$ cat src/rtl/sith_pkg.sv
// ----------------------------------------------------------------------------
// sith_pkg
// Shared types, constants and the FNV-1a step for the string intern table.
// ----------------------------------------------------------------------------
package sith_pkg;

  localparam int SLOT_COUNT_DEF  = 64;
  localparam int MAX_KEY_LEN_DEF = 32;

  // Ids are 6 bits wide; id 0 marks an empty slot.
  localparam int ID_W     = 6;
  localparam int ID_LIMIT = 64;
  localparam int LOAD_NUM = 7;
  localparam int LOAD_DEN = 10;

  localparam logic [63:0] FNV_BASIS = 64'd1469598103934665603;

  localparam logic [1:0] ST_HIT      = 2'd0;
  localparam logic [1:0] ST_INSERTED = 2'd1;
  localparam logic [1:0] ST_FULL     = 2'd2;
  localparam logic [1:0] ST_TOO_LONG = 2'd3;

  typedef enum logic [3:0] {
    S_CLEAR,
    S_IDLE,
    S_START,
    S_MOD,
    S_PROBE_RD,
    S_PROBE_CK,
    S_LEN_CK,
    S_CMP_RD,
    S_CMP_CK,
    S_CP_RD,
    S_CP_WR,
    S_DONE
  } state_t;

  // Write enables of the key store.
  typedef struct packed {
    logic buf_we;
    logic key_we;
    logic len_we;
  } kwe_t;

  // One FNV-1a step. The prime is 2^40 + 0x1b3, so the product is a sum of shifts.
  function automatic logic [63:0] fnv_step(input logic [63:0] h, input logic [7:0] b);
    logic [63:0] x;
    x = h ^ {56'd0, b};
    return (x << 40) + (x << 8) + (x << 7) + (x << 5) + (x << 4) + (x << 1) + x;
  endfunction

endpackage

$ cat src/rtl/sith_slot_mem.sv
// ----------------------------------------------------------------------------
// sith_slot_mem
// Slot table: one id per slot, one write and one registered read per cycle.
// ----------------------------------------------------------------------------
module sith_slot_mem #(
  parameter int SLOT_COUNT = sith_pkg::SLOT_COUNT_DEF,
  parameter int SB         = $clog2(SLOT_COUNT)
) (
  input  logic                      clk,
  input  logic                      we,
  input  logic [SB-1:0]             waddr,
  input  logic [sith_pkg::ID_W-1:0] wdata,
  input  logic [SB-1:0]             raddr,
  output logic [sith_pkg::ID_W-1:0] rdata
);

  logic [sith_pkg::ID_W-1:0] mem [SLOT_COUNT];
  logic [sith_pkg::ID_W-1:0] rdata_r;

  always_ff @(posedge clk) begin
    if (we) begin
      mem[waddr] <= wdata;
    end
    rdata_r <= mem[raddr];
  end

  assign rdata = rdata_r;

endmodule

$ cat config.mk
export PLATFORM = sky130hd
export DESIGN_NAME = sith_slot_mem
export DESIGN_NICKNAME = d
export VERILOG_FILES = /design/src/rtl/sith_pkg.sv /design/src/rtl/sith_slot_mem.sv
export SDC_FILE = /design/constraint.sdc
export NUM_CORES = 1
export LEC_CHECK = 0
export ABC_AREA = 1
export BUFFER_PORTS_ARGS = -buffer_cell sky130_fd_sc_hd__buf_2
export CAP_MARGIN = 0
export CORE_MARGIN = 3
export CORE_UTILIZATION = 62
export DETAILED_ROUTE_END_ITERATION = 8
export GPL_TIMING_DRIVEN = 0
export MAX_ROUTING_LAYER = met4
export PLACE_DENSITY = 0.76
export SYNTH_ARGS = -nofsm -noshare
export SYNTH_HDL_FRONTEND = slang
export SYNTH_SLANG_ARGS = --single-unit
$ cat constraint.sdc
create_clock -name clk -period 2.5 [get_ports clk]
set_input_delay 0.375 -clock clk [delete_from_list [all_inputs] [get_ports clk]]
set_output_delay 0.375 -clock clk [all_outputs]
set_load 0.01 [all_outputs]
# Yosys cells after proc, flatten, opt, wreduce, memory -nomap -nowiden
# Memory sizes are Yosys's and may differ from the RTL's. A register that Yosys moved wholly into a read port is not among the register bits.
# Index checks and enable logic that the tools add are counted.
# word_totals
register_bits	0
latch_bits	0
ramBits	384
romBits	0
input_bits	20
n_memories	1
# mem_list
memory	depth	width	read_ports	rd_clocked_by_memory_dff	write_ports	line_no	text
mem	64	6	1	1	1	sith_slot_mem.sv:17	logic [sith_pkg::ID_W-1:0] mem [SLOT_COUNT];
# classes
addsub	0
mul	0
div_mod_pow	0
n_lt_le_gt_ge	0
eq_ne	0
shifts	0
n_mux	2
n_bitwise	0
n_reduce_logical	0
# op_table
cell	count
two-way mux 1 bit	2

# Longest topological paths before layout
# logic_depth
word_depth	2
mapped_depth	11
depth_no_buf	9

# Least setup slack after synthesis
# Ideal clock, no wire load.
# synth_path
path_kind	input -> register
start	in we
end	mem mem[48][0] in the netlist's numbering (enable)
setup_ns	0.386
arrival_ns	1.558
path_slack_ns	0.556
path_stages	3
cell_sequence	clkbuf_1 -> nand4_1 -> nor4_1
# synth_between
elab_chain_len	2
# synth_lines
item	line_no	text
start: declaration	sith_slot_mem.sv:10	input logic we,
two-way mux 1 bit	sith_slot_mem.sv:21	if (we) begin
two-way mux 1 bit (implied by the code)	sith_slot_mem.sv:22	mem[waddr] <= wdata;
end: declaration	sith_slot_mem.sv:17	
# Every way passes these cells.

# Worst setup path after layout
# layout_path
start	in waddr[1]
end	mem mem[25][2] in the netlist's numbering (enable)
# layout_lines
item	line_no	text
start: declaration	sith_slot_mem.sv:11	input logic [SB-1:0] waddr,
# No word-level cell before the write port.

==> qor.csv <==
stage;metric;value;unit
route;wl_met2;20900;um
yosys;ys_seq_elements;390;
route;wl_met3;6090;um
sta;setup_viol;0;
critical_path;r2r_slack;1140;ps
placed_design;place_inst;1725;
pwr;power.switching;3.09;mW
pwr;power.density;781;mW/mm2
floorplanning;io_pins;26;
floorplanning;core_area;0.0252;mm2
critical_path;start_kind;input pin;
yosys;synth_commonest_cells;nand2_1, edfxtp_1, nand3_1;
yosys;syn_area;0.0159;mm2
floorplanning;die_x;166;um
placed_design;io_buffers;19;
yosys;syn-num-nets;1396;
sta;period_minus_slack;2280;ps
global_route;grt_max_degree;65;
final_layout;final_nets;1455;
route;drt_iter0_drc;1759;
final_layout;final_core_util;70.3;%
critical_path;worst-path-max-fanout;9;
sta;worst_slew_pin_slew;1420;ps
clocking;post_cts_buffers;0;
global_route;antenna_found_initial;0;
global_route;grt_pass1_wl;66100;um
pwr;power_frac_comb;6.9;%
floorplanning;die_height;166;um
clocking;clock_latency;520;ps
critical_path;cp-startpoint;waddr[1];
critical_path;reg2reg_from;mem[15][0]$_DFFE_PP_;
route;vias_per_cell;6.30;
sta;holdWs;250;ps
route;postRouteAntennaNets;0;
route;top_layer;met4;
run;max-cap-violations;0;
sta;fmax;438;MHz
yosys;netlist.area_leader.share;72.4;%
critical_path;end_kind;flop;
yosys;synth_largest_area_cell;edfxtp_1;
yosys;ys_async_sr_fraction;0;%
pwr;power;13.8;mW
sta;rsz0062_at_grt;no;
sta;finalCritPeriodShare;91.2;%
final_layout;antennaDiodeCount;0;
clocking;clock_sinks;390;
floorplanning;row_count;58;
final_layout;fillers;1756;
pwr;p_leak;6.43;nW
yosys;ys_seq_area_share;73.1;%
floorplanning;start_util;63.3;%
route;vias;11300;
critical_path;reg2regPathDepth;8;
route;wl;45000;um
sta;slew-limit-headroom;5.33;%
clocking;cts_resized;0;
clocking;cts_tree;built;
critical_path;worstSetupPathType;in2reg;
route;drc_errors;0;
critical_path;cp.arrival;2440;ps
global_route;track_usage;33.4;%
yosys;syn_avg_cell_area;11.6;um2
placed_design;dp_hpwl;29400;um
pwr;seqPwrFrac;52.5;%
yosys;synthFlopType;edfxtp_1;
yosys;synth-edff-count;384;
yosys;yosysMostFrequentCell;nand2_1;
final_layout;syn_to_final_growth;11.1;%
clocking;clk_pin_slew;60;ps
yosys;netlist_instances;1376;
sta;drv_slew;0;
clocking;h-tree-depth;2;
clocking;cts_buffers;38;
route;wl_met1;16700;um
pwr;p_int;10.7;mW
final_layout;final_area;0.0177;mm2
sta;fin_worst_skew;9.78;ps
final_layout;drive_gt1_share;9.43;%
yosys;synthTopCellsByArea;edfxtp_1, nand2_1, nand3_1;
route;first_pass_iters;6;
floorplanning;dieArea;0.0277;mm2
route;wl_per_cell;25.1;um
placed_design;place_congestion;0.990;
global_route;grt_overflow;0;
run_status;status;complete, no violations;
clocking;cts-root-buf;clkbuf_16;
critical_path;crit_end;mem[25][2]$_DFFE_PP_;
min_path;min_path_type;in2reg;
global_route;grt_pass1_vias;10700;
placed_design;dpl_cell_area;0.0165;mm2
pwr;sw_frac_of_total;22.3;%
pwr;ir_drop;0.000548;V
yosys;yosysWarnings;0;
critical_path;reg2reg_to;rdata[0]$_DFF_P_;
sta;hold_viol_final;0;
critical_path;worst_ep_required_time;2660;ps
yosys;synth_cell_types;14;
final_layout;final_cells;1793;
clocking;clockBufferDepth;3;
pwr;p_clk_share;40.6;%
clocking;hold_buffers;0;
state kept, by name (all words and copies together), names as in the netlist:
register and cells:
mem 384, rdata 6
cell usage in the layout (no fill, tap or decap), types with 7 or more instances in the layout:
cell type and instances:
nand4_1 9, clkbuf_16 41, buf_1 9, nor2_1 56, buf_2 62, clkbuf_1 19, nand3_1 331, inv_1 10
edfxtp_1 384, nand2_1 486, clkinv_2 7, clkinv_1 13, buf_4 16
cells by family after synthesis:
family	share of synthesized area, %
buffers and inverters	3.02
DFF	73.1
and+or+nand+nor	23.8
power by group through the flow:
stage / sequential, mW / clock [mW] / combinational (mW)
6_report: 7.25 / 5.61 / 0.950
5_1_grt: 7.26 / 5.88 / 1.01
4_1_cts: 7.26 / 5.59 / 0.918
3_5_place_dp: 7.39 / 0 / 0.910
3_3_place_gp: 7.39 / 0 / 0.895
2_1_floorplan: 7.39 / 0 / 0.481
per-stage QoR:
stage / TNS [ps] / setup slack [ps]
2_1_floorplan: 0 / 556
3_3_place_gp: -3670 / -184
3_5_place_dp: -7400 / -222
4_1_cts: 0 / 306
5_1_grt: 0 / 183
6_report: 0 / 219
area by class of cell:
| class | instances | area [um2] | share of cell area, % |
|---|---|---|---|
| multi-input cells | 890 | 3830 | 21.7 |
| clock inverters | 23 | 174 | 0.983 |
| flip-flops and latches | 390 | 11700 | 65.9 |
| plain buffers | 84 | 437 | 2.47 |
| clock buffers | 45 | 1040 | 5.88 |
| well taps | 330 | 413 | 2.33 |
| repair buffers | 19 | 95.1 | 0.538 |
| inverters | 12 | 45.0 | 0.255 |
worst min path at each step:
stage                     startpoint             endpoint  slack (ps)  depth (start not counted)
floorplan                   wdata[0]  mem[0][0]$_DFFE_PP_         470                          0
global placement    rdata[5]$_DFF_P_             rdata[5]         770                          1
detailed placement          raddr[5]     rdata[5]$_DFF_P_         770                          3
CTS                         raddr[5]     rdata[5]$_DFF_P_         230                          3
global route                raddr[5]     rdata[5]$_DFF_P_         260                          3
finish                      raddr[5]     rdata[5]$_DFF_P_         250                          3
routing by layer:
metal  global-route usage [%]  up-vias
met4                     8.21        0
met5                        -        -
li1                         -     4966
met1                     46.2     5429
met2                     51.1      799
met3                     8.36      108
critical path, cell delays in order:
cell      delay (ps)
clkbuf_1         210
inv_1            300
nand4_1          740
nor2_1           810
Power figures use the tool's default switching activity.
