$ cat src/rtl/sith_pkg.sv
// ----------------------------------------------------------------------------
// sith_pkg
// Shared types, constants and the FNV-1a step for the string intern table.
// ----------------------------------------------------------------------------
package sith_pkg;

  localparam int SLOT_COUNT_DEF  = 64;
  localparam int MAX_KEY_LEN_DEF = 32;

  // Ids are 6 bits wide; id 0 marks an empty slot.
  localparam int ID_W     = 6;
  localparam int ID_LIMIT = 64;
  localparam int LOAD_NUM = 7;
  localparam int LOAD_DEN = 10;

  localparam logic [63:0] FNV_BASIS = 64'd1469598103934665603;

  localparam logic [1:0] ST_HIT      = 2'd0;
  localparam logic [1:0] ST_INSERTED = 2'd1;
  localparam logic [1:0] ST_FULL     = 2'd2;
  localparam logic [1:0] ST_TOO_LONG = 2'd3;

  typedef enum logic [3:0] {
    S_CLEAR,
    S_IDLE,
    S_START,
    S_MOD,
    S_PROBE_RD,
    S_PROBE_CK,
    S_LEN_CK,
    S_CMP_RD,
    S_CMP_CK,
    S_CP_RD,
    S_CP_WR,
    S_DONE
  } state_t;

  // Write enables of the key store.
  typedef struct packed {
    logic buf_we;
    logic key_we;
    logic len_we;
  } kwe_t;

  // One FNV-1a step. The prime is 2^40 + 0x1b3, so the product is a sum of shifts.
  function automatic logic [63:0] fnv_step(input logic [63:0] h, input logic [7:0] b);
    logic [63:0] x;
    x = h ^ {56'd0, b};
    return (x << 40) + (x << 8) + (x << 7) + (x << 5) + (x << 4) + (x << 1) + x;
  endfunction

endpackage

$ cat src/rtl/sith_hash.sv
// ----------------------------------------------------------------------------
// sith_hash
// Running 64-bit FNV-1a hash register, with a left shift for slot reduction.
// ----------------------------------------------------------------------------
module sith_hash (
  input  logic        clk,
  input  logic        rst_n,
  input  logic        byte_en,
  input  logic [7:0]  byte_in,
  input  logic        shift_en,
  input  logic        clear,
  output logic [63:0] hash
);

  logic [63:0] hash_r;
  logic [63:0] hash_nxt;

  always_comb begin
    hash_nxt = hash_r;
    if (clear) begin
      hash_nxt = sith_pkg::FNV_BASIS;
    end else if (byte_en) begin
      hash_nxt = sith_pkg::fnv_step(hash_r, byte_in);
    end else if (shift_en) begin
      hash_nxt = {hash_r[62:0], 1'b0};
    end
  end

  always_ff @(posedge clk) begin
    if (!rst_n) begin
      hash_r <= sith_pkg::FNV_BASIS;
    end else begin
      hash_r <= hash_nxt;
    end
  end

  assign hash = hash_r;

endmodule

$ cat config.mk
export PLATFORM = sky130hd
export DESIGN_NAME = sith_hash
export DESIGN_NICKNAME = d
export VERILOG_FILES = /design/src/rtl/sith_pkg.sv /design/src/rtl/sith_hash.sv
export SDC_FILE = /design/constraint.sdc
export NUM_CORES = 1
export LEC_CHECK = 0
export BUFFER_PORTS_ARGS = -buffer_cell sky130_fd_sc_hd__buf_2
export CAP_MARGIN = 15
export CORE_MARGIN = 2
export CORE_UTILIZATION = 35
export CTS_CLUSTER_SIZE = 14
export DETAILED_ROUTE_END_ITERATION = 10
export PLACE_DENSITY = 0.48
export SLEW_MARGIN = 20
export SYNTH_ARGS = -nofsm -noshare
export SYNTH_HDL_FRONTEND = slang
export SYNTH_SLANG_ARGS = --single-unit
$ cat constraint.sdc
create_clock -name clk -period 10.3 [get_ports clk]
set_clock_uncertainty 0.15 [all_clocks]
set_input_delay 1.545 -clock clk [delete_from_list [all_inputs] [get_ports clk]]
set_output_delay 1.545 -clock clk [all_outputs]
set_load 0.02 [all_outputs]
== Word level (Yosys, flattened, before mapping) ==
Index checks and enable logic that the tools add are counted.

* Latch bits: 0
* Bits in registers: 64
* Memory bits (writable): 0
* Memories: 0
* Word-level logic and storage cells: 13
* Output and inout port bits: 64
* ROM bits: 0
* Input port bits: 13

* Magnitude comparators: 0
* Add/subtract/negate cells: 6
* Div/mod/pow operators: 0
* Multipliers: 0
* Bitwise operators: 2
* Reductions and logical operators: 2
* Muxes and demuxes: 2
* Shift-type cells: 0
* Equality and inequality tests: 0

{| class="wikitable"
|+ Operators with widths
! cell !! number
|-
| $add A64 B64 Y64 || 6
|-
| $mux W64 || 2
|-
| $xor A64 B8 Y64 || 1
|-
| $reduce_bool A2 Y1 || 1
|-
| $reduce_or A2 Y1 || 1
|-
| $not A1 Y1 || 1
|}

== Longest topological paths before layout ==
Gate-level depths: netlist of the first run.

* Word-level depth: 8
* Depth in mapped cells: 20
* Depth with buffers taken out: 20

== Worst setup path before layout of the first run ==
No wires, ideal clock.

* Kind: input to register
* From: input port byte_in[2]
* To: register hash_r[63] (netlist: hash[63])
* Setup time: 0.131 ns
* Stages on the path: 17
* Buffers on the path: 0
* Arrival: 6.177 ns
* Required time: 10.019 ns
* Setup slack: 3.842 ns
* Path through: xnor2_1 -> inv_1 -> xnor2_1 -> ha_1 -> fa_1 -> ha_1 -> ha_1 -> fa_1 -> a211o_1 -> a211o_1 -> a221oi_2 -> o2111ai_1 -> nand3_1 -> o31ai_4 -> a21bo_2 -> a41oi_1 -> o211ai_1

* Word-level cells in the longest chain between the ends: 8

{| class="wikitable"
|+ RTL lines
! item !! RTL line !! source
|-
| start: declaration || sith_hash.sv:9 || <nowiki>input logic [7:0] byte_in,</nowiki>
|-
| $xor A64 B8 Y64 * || sith_pkg.sv:48 || <nowiki>x = h ^ {56'd0, b};</nowiki>
|-
| $add A64 B64 Y64 (5 in a row) || sith_pkg.sv:49 || <nowiki>return (x << 40) + (x << 8) + (x << 7) + (x << 5) + (x << 4) + (x << 1) + x;</nowiki>
|-
| $add A64 B64 Y64 * || sith_pkg.sv:49 ||
|-
| $mux W64 * || sith_hash.sv:22 || <nowiki>end else if (byte_en) begin</nowiki>
|-
| end signal: assignment || sith_hash.sv:31 || <nowiki>hash_r <= sith_pkg::FNV_BASIS;</nowiki>
|-
| end signal: assignment || sith_hash.sv:33 || <nowiki>hash_r <= hash_nxt;</nowiki>
|-
| end: declaration || sith_hash.sv:15 || <nowiki>logic [63:0] hash_r;</nowiki>
|}

Every way passes the cells marked *; elsewhere a longest branch is shown, timed or not.
A chain may end at the register's enable or synchronous reset.

== Worst setup path after layout of the first run ==
* From: input port byte_in[4]
* To: register hash_r[60] (netlist: hash[60])

Same word-level chain as after synthesis.

==> summary.md, run 1 <==
| Metric | Value |
|---|---|
| Chip Height | 201 um |
| CTS root buffer | clkbuf_16 |
| Maxcap violations | 0 |
| Number of synthesized flops with an enable pin | 0 |
| Core Area | 0.0385 sq mm |
| Warnings, synthesis | 0 |
| CTS tree | yes |
| DRT Pass-1 Iters | 5 |
| Number of I/O port buffers | between 70 and 80 |
| Min Tclk post-route | 7.31 ns |
| WL final | 39900 um |
| Min-Delay Path Class | reg -> reg |
| Worst Path Arrival | 7.35 ns |
| Rel. slew slack | 0.310 |
| Largest net degree at the start of global routing | 58 |
| # hold bufs at CTS | 0 |
| Htree depth | 3 |
| Global-route wire length before repair | between 60000 and 70000 um |
| Die ar. | 0.0404 sq mm |
| Synthesized flop and latch total | 64 |
| Slowest cell on the critical path | xor2_1 |
| Worst hold slack | ~0.44 ns |
| CTS-repair resized insts | 0 |
| Outcome | complete, no violations |
| Vias in the first global route | 11100 |
| HP Start | hash[30] |
| Synth unique cells | 75 |
| Insertion delay to the later sink of the worst-skew pair | 0.35 ns |
| CP bufs+invs | 3 |
| Crit-path cells | buf_2 > xor2_1 > inv_1 > fa_1 > inv_1 > fa_1 > fa_1 > ha_1 > ha_1 > a211oi_1 > nor2_2 > o311ai_0 > o211ai_1 > a21oi_1 > o21bai_1 > a31oi_1 > xor2_1 > a22oi_1 |
| Period utilization | 0.709 |
| Initial antenna violation count | 0 |
| Final instance area | 0.0148 sq mm |
| CTS Sinks | 64 |
| Setup TNS | 0 ns |
| Max incr delay on CP | 0.79 ns |
| Crit path required time | 10.34 ns |
| Worst setup EP type | register |
| Chip Width | 201 um |
| Mean post-synth cell area | 8.76 sq um |
| Top Family by Delay on Critical Path | adder cells |
| Most used DFF post-synth | dfxtp_1 |
| Vias | 10600 |
| Cell depth of the worst setup path | 18 |
| WHS Path Cells | 2 |
| Crit path launch | byte_in[4] |
| Sequential-to-total area share from yosys stat | 0.0944 |
| Setup violators final | 0 |
| Fraction of layout cells with a size suffix above 1 | 0.0767 |
| Final #Nets | 1953 |
| FMAX | 0.137 GHz |
| Worst R2R Start | hash[4] |
| Post-route ant nets | 0 |
| Area delta synth->final | 8.79% |
| Diode count | 0 |
| Post CTS Setup Buffer Count | 0 |
| CP dominant cell by count | fa_1 |
| Initial Utilization | 0.353 |
| FP Rows | 72 |
| Final Slew Violations | 0 |
| Residual DRC | 0 |
| Worst r2r path cells | 17 |
| Worst setup path category | in -> reg |
| Clk pin slew, worst setup/hold paths | 0.06 ns |
| Cell area after synthesis | 0.0136 sq mm |
| CTS Buf Count | 9 |
| Post-Syn Nets | between 1500 and 2000 |
| Top Ports | 77 |
| Least-Margin Pin Slew | 1.03 ns |
| Grt total ovfl | 0 |
| Clock Tree Buf Depth | 2 |
| WL/cell | 18.9 um |
| Drt first-iter violations | 600 |
| DP Area | between 0.01 and 0.015 sq mm |
| # placed instances | 2092 |
| Asr flop ratio synth | 0 |
| CP Max Fanout | 6 |
| Routed vias/inst | 5.01 |
| Total GRT Usage | 0.207 |
| Synth Instances | 1550 |
| Largest register FFs | 64 |
| GP Congestion | 0.853 |
| CP startpoint kind | input port |
| Fin cells | between 2000 and 2500 |
| Setup repair after global routing missed its margin | false |
| Dpl hpwl | between 30000 and 40000 um |
| Final Hold Viols | 0 |
==> routing by layer <==
layer	up-vias	global-route usage	wire, um
li1	5000	-	-
met1	5264	0.293	18800
met2	254	0.339	18800
met3	44	0.0216	1530
met4	0	0.0503	766
met5	-	0	0
==> area by class of cell <==
class	instances	area (sq um)
inverter	399	1500
clock inverter	2	60.1
fill	3985	23700
tap	518	648
clock buffer	14	274
sequential	64	1280
multi-input combinational	1026	10600
timing repair buffer	85	450
==> synthesized netlist by cell type, types with 3 or more instances <==
cell type | n | area share
clkbuf_1 | 44 | 0.012
a211oi_1 | 20 | 0.011
nand2_1 | 87 | 0.024
or3_1 | 5 | 0.0023
buf_1 | 3 | 0.00083
a21oi_1 | 88 | 0.032
xnor2_1 | 44 | 0.028
nand4_1 | 27 | 0.012
or2_2 | 4 | 0.0018
and3_1 | 3 | 0.0014
a22oi_1 | 5 | 0.0028
o21bai_1 | 12 | 0.0066
a211o_1 | 4 | 0.0026
xor2_1 | 26 | 0.017
buf_2 | 10 | 0.0037
mux2i_1 | 37 | 0.027
a31oi_1 | 11 | 0.0051
nor2_1 | 62 | 0.017
o21ai_0 | 54 | 0.020
o21ai_1 | 7 | 0.0026
o211ai_1 | 21 | 0.012
nor2b_1 | 7 | 0.0032
nor3_1 | 14 | 0.0052
o211a_1 | 9 | 0.0066
a21o_1 | 40 | 0.022
o22ai_1 | 8 | 0.0037
o31ai_1 | 7 | 0.0039
fa_1 | 245 | 0.36
inv_1 | 398 | 0.11
nand2b_1 | 3 | 0.0014
nor4_1 | 7 | 0.0032
ha_1 | 110 | 0.10
nand3_1 | 14 | 0.0052
dfxtp_1 | 64 | 0.094
==> worst min-delay path: cells and delay by family (launching register included) <==
family | cells | cell delay, ns
DFF | 1 | 0.32
muxes | 1 | 0.12
AOI/OAI and AO/OA | 1 | 0.09
==> cells in the final DEF (no fill, tap or decap), types with 21 or more instances in the layout <==
| master | n |
|---|---|
| a21o_1 | 40 |
| mux2i_1 | 37 |
| inv_1 | 398 |
| ha_1 | 110 |
| nand4_1 | 27 |
| nor2_1 | 62 |
| fa_1 | 245 |
| dfxtp_1 | 64 |
| xor2_1 | 26 |
| xnor2_1 | 42 |
| o21ai_0 | 54 |
| a21oi_1 | 88 |
| nand2_1 | 87 |
| buf_2 | 75 |
| o211ai_1 | 21 |
==> cells by family (layout without fill, tap and decap cells) <==
group	after synthesis	in the layout	synth area share
buffers and inverters	460	500	0.129
AND/OR/NAND/NOR	246	246	0.0854
AO/OA/AOI/OAI	317	317	0.155
multiplexers	38	38	0.0281
XOR/XNOR	70	70	0.0452
flip-flops	64	64	0.0944
adder cells (fa/ha/maj)	355	355	0.463
==> per-stage QoR <==
step,utilization,setup WS [ns]
2_1_floorplan,-,3.84
3_3_place_gp,0.375,2.63
5_1_grt,0.384,2.63
3_5_place_dp,0.375,2.55
6_report,0.384,2.99
4_1_cts,0.384,2.93
==> final timing paths <==
check	slack, ns	endpoint
max	2.99	hash[60]
min	0.44	hash[30]
max reg2reg	3.86	hash[60]
min reg2reg	0.44	hash[30]
Power of run 1 is left out: the tool's default activity adds up to more than one toggle a clock period on the data nets, which glitch-free logic cannot reach.
==> run 2: changes to the inputs <==
ABC_AREA = 1   (was not set)
PLACE_DENSITY = 0.49   (was 0.48)
clock period = 6.6 ns   (was 10.3 ns; I/O delays follow)
==> run 2 against run 1 <==
- worst setup slack worse by 2.0 ns
- register-to-register slack worse by 2.8 ns
- synthesized cell count up 42%
- core utilization up 0.35 points
- highest routed layer unchanged
- first-iteration DRC count up 55%
- critical endpoint is now hash[41]
- via count up 29%
==> summary.md, run 2 <==
| Metric | Value |
|---|---|
| Outcome | complete, no violations |
| CP dominant cell by count | nand2_1 |
| CTS Buf Count | 9 |
| Cell taking the most area after synthesis | fa_1 |
| Grt total ovfl | 0 |
| Slowest cell on the critical path | fa_1 |
| R2R Path End | hash[56] |
| GRT busiest layer | met2 |
| Warnings, synthesis | 0 |
| List of most frequent post-synthesis cells | 642 x inv_1, 566 x nand2_1, 245 x fa_1 |
| Number of synthesized flops with an enable pin | 0 |
| Worst setup EP type | register |
| Top Ports | 77 |
| Min-Delay Path Class | reg -> reg |
| Fin worst setup slack | 0.959 ns |
| Area delta synth->final | 9.33% |
| Most frequent cell after synthesis | inv_1 |
| CP Max Fanout | 5 |
| WHS Path Cells | 2 |
| WL final | 55700 um |
| Core Area | roughly 0.043 sq mm |
| DRT Pass-1 Iters | 5 |
| M2 GR Usage | 0.417 |
| Vias | about 14000 |
| Worst R2R Start | hash[39] |
| Ranking of synthesized cells by area | fa_1 32%, inv_1 16%, nand2_1 14%, ha_1 9.0%, dfxtp_1 8.4% |
| R2R setup slack | 1.07 ns |
| CP startpoint kind | input port |
| Synth unique cells | 40 |
| Cell area after synthesis | 0.0153 sq mm |
| CTS root buffer | clkbuf_16 |
| Setup repair after global routing missed its margin | false |
| Die ar. | 0.0453 sq mm |
| FMAX | 0.177 GHz |
| Diode count | 0 |
| Post-route ant nets | 0 |
| Initial Utilization | 0.354 |
| Residual DRC | 0 |
| Period utilization | 0.855 |
| Crit-path cells | buf_2 > xnor2_1 > inv_1 > ha_1 > inv_1 > fa_1 > inv_1 > ha_1 > ha_1 > ha_1 > fa_1 > nand3_1 > nand3_2 > nand2_1 > nand2_2 > nand2_1 > nand2_1 > nand2_1 > nand2_1 > nand2_1 > a21o_1 > nand3_1 > nand2_1 > nand2_1 |
| WHS Endpoint | hash[17] |
| Largest net degree at the start of global routing | 51 |
| Dpl hpwl | 46700 um |
| Least-Margin Pin Slew | 0.825 ns |
| Asr flop ratio synth | 0 |
| Total GRT Usage | 0.262 |
| CTS Sinks | 64 |
| CTS tree | yes |
| Vias in the first global route | 14200 |
| Most used DFF post-synth | dfxtp_1 |
| Clk pin slew, worst setup/hold paths | 0.07 ns |
| Final Slew Violations | 0 |
| GP Congestion | 0.991 |
| Synthesized flop and latch total | 64 |
| Number of I/O port buffers | 76 |
| Insertion delay to the later sink of the worst-skew pair | 0.39 ns |
| Chip Width | 213 um |
| # hold bufs at CTS | 0 |
| Sequential-to-total area share from yosys stat | 0.0840 |
| Most frequent cells in the layout | 640 x inv_1, 566 x nand2_1, 245 x fa_1 |
| Min Tclk post-route | 5.64 ns |
| Setup violators final | 0 |
| Global-route wire length before repair | 86200 um |
| Chip Height | ~210 um |
| Setup TNS | 0 ns |
| GR met1 Demand/Resource | 0.361 |
| Max incr delay on CP | 0.53 ns |
| Dpl ws | 0.452 ns |
| Fill cells | 4697 |
| Grt met3 use | 0.0338 |
| Rel. slew slack | 0.446 |
| Maxcap violations | 0 |
| Worst setup path category | in -> reg |
| Final Hold Viols | 0 |
| Fraction of layout cells with a size suffix above 1 | 0.0810 |
| FP Rows | 76 |
| Post-Syn Nets | 2563 |
| Largest register FFs | 64 |
| Worst Path Arrival | 5.78 ns |
| CTS-repair resized insts | 0 |
| Top-area cell type share of the netlist area | 0.321 |
| Initial antenna violation count | 1 |
| Htree depth | 3 |
| Synth Instances | 2195 |
| Commonest non-fill, non-tap cell in the layout | inv_1 |
| WL/cell | ~20 um |
| Clock Tree Buf Depth | 2 |
| HP Start | hash[17] |
| CP bufs+invs | 4 |
| Top Family by Delay on Critical Path | adder cells |
| Routed vias/inst | approximately 4.8 |
| Crit path required time | 6.74 ns |
| Mean post-synth cell area | slightly below 7 sq um |
| Drt first-iter violations | a little over 900 |
| Worst r2r path cells | 17 |
| Post CTS Setup Buffer Count | 0 |
| Final #Nets | 2635 |
[run 2: cell types whose count changed in the layout (fill, tap and decap cells not counted), moves of 30 or more]
cell / before / now
inv_1: 398 / 640
nand3_1: 14 / 82
mux2i_1: 37 / 0
a21o_1: 40 / 3
nand2_1: 87 / 566
o21ai_0: 54 / 84
[run 2: kinds of logic (layout without fill, tap and decap cells)]
family	after synthesis	count (layout)	synth area share
simple gates	832	832	0.233
buf+inv	683	759	0.168
fa+ha+maj	355	355	0.412
compound gates	217	217	0.0780
flops	64	64	0.0840
xor+xnor	44	44	0.0257
[run 2: area by class of cell]
cell class              instances  area (sq um)  area share
clock buffers                  12           267      0.0160
inverters                     653          2450       0.147
clock inverters                 3          40.0     0.00240
well taps                     585           732      0.0439
flip-flops and latches         64          1280      0.0768
multi-input cells            1448         11400       0.685
repair buffers                 91           493      0.0295
[run 2: worst reg2reg max path, stage by stage, from the launching register on]
cell	delay, ns
dfxtp_1	0.67
inv_1	0.29
fa_1	0.56
inv_1	0.05
fa_1	0.45
fa_1	0.63
fa_1	0.55
ha_1	0.44
nand2_1	0.10
nor2_1	0.22
nand2_1	0.20
nor3_2	0.29
and2_1	0.21
nand2_1	0.15
nand3_1	0.13
nand3_1	0.13
nand2_1	0.11
a21oi_1	0.06
[run 2: stage by stage]
| step | hold WS [ns] | std cells | area (sq um) | util |
|---|---|---|---|---|
| 2_1_floorplan | 0.407 | 2195 | 15300 | - |
| 3_3_place_gp | 0.313 | 2841 | 16400 | 0.380 |
| 3_5_place_dp | 0.317 | 2841 | 16400 | 0.380 |
| 4_1_cts | 0.326 | 2856 | 16700 | 0.387 |
| 5_1_grt | 0.351 | 2856 | 16700 | 0.387 |
| 6_report | 0.330 | 2856 | 16700 | 0.387 |
[run 2: metal layers]
layer	wire [um]	part of all wire	vias up
met5	0	0	-
met4	2110	0.038	0
met3	2850	0.051	72
met2	25100	0.45	329
met1	25700	0.46	6667
li1	-	-	6586
[run 2: how the worst max path moves through the flow]
stage	startpoint	cells after the start	endpoint	slack, ns
3_5_place_dp	byte_in[4]	24	hash[41]	0.45
4_1_cts	byte_in[4]	24	hash[41]	0.86
2_1_floorplan	byte_in[3]	21	hash[58]	1.62
6_report	byte_in[4]	24	hash[41]	0.96
5_1_grt	byte_in[4]	24	hash[41]	0.63
3_3_place_gp	byte_in[4]	24	hash[41]	0.43
Power of run 2 is left out for the same reason.
==> run 3: changes to the inputs <==
ABC_AREA = not set   (was 1)
CORE_UTILIZATION = 45   (was 35)
PLACE_DENSITY = 0.61   (was 0.49)
==> run 3 against run 2 <==
- maximum frequency shrank 4.2%
- die area shrank 30%
- hold slack improved by 0.096 ns
- flip-flop and latch count stayed put
- sequential share of layout area increased by 1.1 points
- final cell count down 30%
- first-iteration DRC count is 26% lower
- via count down 22%
- clock-buffer cell count fell by 3
- core utilization grew 11 points
- wire length down 35%
- design area decreased by 12%
- largest cell class unchanged
==> summary.md, run 3 (same netlist as run 1, synthesis figures left out) <==
| Metric | Value |
|---|---|
| Final Slew Violations | 0 |
| Setup violators final | 0 |
| Initial antenna violation count | 0 |
| GP Congestion | 0.933 |
| R2R setup slack | ~0.80 ns |
| Fill cells | 2936 |
| CP Max Fanout | 4 |
| Min Tclk post-route | 5.89 ns |
| WHS Path Cells | 2 |
| CTS-repair resized insts | 0 |
| Top Ports | 77 |
| FP Rows | 63 |
| Setup repair after global routing missed its margin | false |
| Die ar. | 0.0316 sq mm |
| CP startpoint kind | input port |
| Grt total ovfl | 0 |
| Routed vias/inst | 5.36 |
| WHS Endpoint | hash[14] |
| Slowest cell on the critical path | fa_1 |
| Core Area | roughly 0.03 sq mm |
| WL final | 36500 um |
| Total GRT Usage | 0.246 |
| Chip Height | 178 um |
| Final #Nets | 1962 |
| CTS Buf Count | 9 |
| Top Family by Delay on Critical Path | adder cells |
| Crit path launch | byte_in[1] |
| Htree depth | 3 |
| Setup TNS | 0 ns |
| Max incr delay on CP | 0.53 ns |
| CP bufs+invs | 4 |
| # hold bufs at CTS | 0 |
| Area of the multi-input gates | 0.0105 sq mm |
| Drt first-iter violations | 689 |
| Crit path required time | between 6 and 7 ns |
| Cell depth of the worst setup path | 21 |
| Fraction of layout cells with a size suffix above 1 | 0.0814 |
| HP Start | hash[13] |
| FMAX | 0.170 GHz |
| DRT Pass-1 Iters | 5 |
| Register area | 0.00128 sq mm |
| # placed instances | between 1500 and 2000 |
| Worst setup path category | in -> reg |
| Worst setup EP type | register |
| Initial Utilization | 0.458 |
| Final core utilization | 0.493 |
| Post CTS Setup Buffer Count | 0 |
| Residual DRC | 0 |
| Diode count | 0 |
| Rel. slew slack | 0.437 |
| R2R Path End | hash[59] |
| Largest register FFs | 64 |
| Least-Margin Pin Slew | 0.842 ns |
| Dpl hpwl | about 30000 um |
| Worst hold slack | 0.426 ns |
| Outcome | complete, no violations |
| Commonest non-fill, non-tap cell in the layout | inv_1 |
| Final Hold Viols | 0 |
| Period utilization | 0.892 |
| WL/cell | 18.3 um |
| Worst R2R Start | hash[22] |
| Vias in the first global route | around 11000 |
| CTS tree | yes |
| Insertion delay to the later sink of the worst-skew pair | 0.36 ns |
| Largest net degree at the start of global routing | 50 |
| Worst r2r path cells | 18 |
| Crit-path cells | buf_2 > xor2_1 > inv_2 > xnor2_1 > ha_1 > inv_1 > fa_1 > inv_1 > ha_1 > ha_1 > ha_1 > fa_1 > a211o_1 > a211o_1 > a221oi_2 > o2111ai_1 > nand3_1 > o31ai_4 > a21bo_2 > a41oi_1 > o211ai_1 |
| Number of I/O port buffers | 76 |
| Global-route wire length before repair | 59800 um |
| Most frequent cells in the layout | 398 x inv_1, 245 x fa_1, 110 x ha_1 |
| Clock Tree Buf Depth | 2 |
| Worst Path Arrival | 5.97 ns |
| Chip Width | 178 um |
| Area delta synth->final | 7.64% |
| Min-Delay Path Class | reg -> reg |
| Vias | roughly 11000 |
| Post-route ant nets | 0 |
| CTS root buffer | clkbuf_16 |
| Maxcap violations | 0 |
| CP dominant cell by count | ha_1 |
| Clk pin slew, worst setup/hold paths | approximately 0.06 ns |
| CTS Sinks | 64 |
| Fin cells | 1988 |
==> run 3: changes by cell type in the layout (fill, tap and decap cells not counted), sizes merged, moves of 10 or more <==
cell and change:
a211oi +21, a21o +37, a31oi +10, inv -252, mux2i +37, nand2 -491
nand3 -77, nand4 +14, nor2 -54, o21ai -27, xnor2 +28
==> run 3: final cells by class <==
class / instances / share of cell area
flip-flops and latches: 64 / 0.0877
well taps: 390 / 0.0334
multi-input cells: 1026 / 0.721
inverters: 399 / 0.103
clock inverters: 6 / 0.00420
clock buffers: 9 / 0.0154
repair buffers: 94 / 0.0355
==> run 3: worst max path at each step <==
stage                     endpoint  slack [ns]
final                     hash[63]        0.71
after global routing      hash[53]        0.44
after CTS                 hash[63]        0.68
after detailed placement  hash[63]        0.31
after global placement    hash[63]        0.38
after floorplan           hash[63]        0.70
==> run 3: metal layers <==
layer  track usage  share of wire  up-vias
met5             0              0        -
met4        0.0546          0.014        0
met3        0.0268          0.041       28
met2         0.404           0.48      262
met1         0.351           0.47     5337
li1              -              -     5028
==> run 3: worst reg2reg max path, delay by kind of cell (launching register included) <==
family | cells | cell delay [ns]
buffers and inverters | 4 | 0.47
AO/OA/AOI/OAI | 3 | 0.94
adder cells (fa/ha/maj) | 5 | 2.33
flip-flops | 1 | 0.47
AND/OR/NAND/NOR | 6 | 1.37
==> run 3: through the flow <==
stage                     cell area, sq um  setup slack [ns]
after detailed placement             14300             0.307
after global placement               14300             0.377
after floorplan                      13600             0.697
after CTS                            14600             0.679
after global routing                 14600             0.441
final                                14600             0.711
Power of run 3 is left out for the same reason.
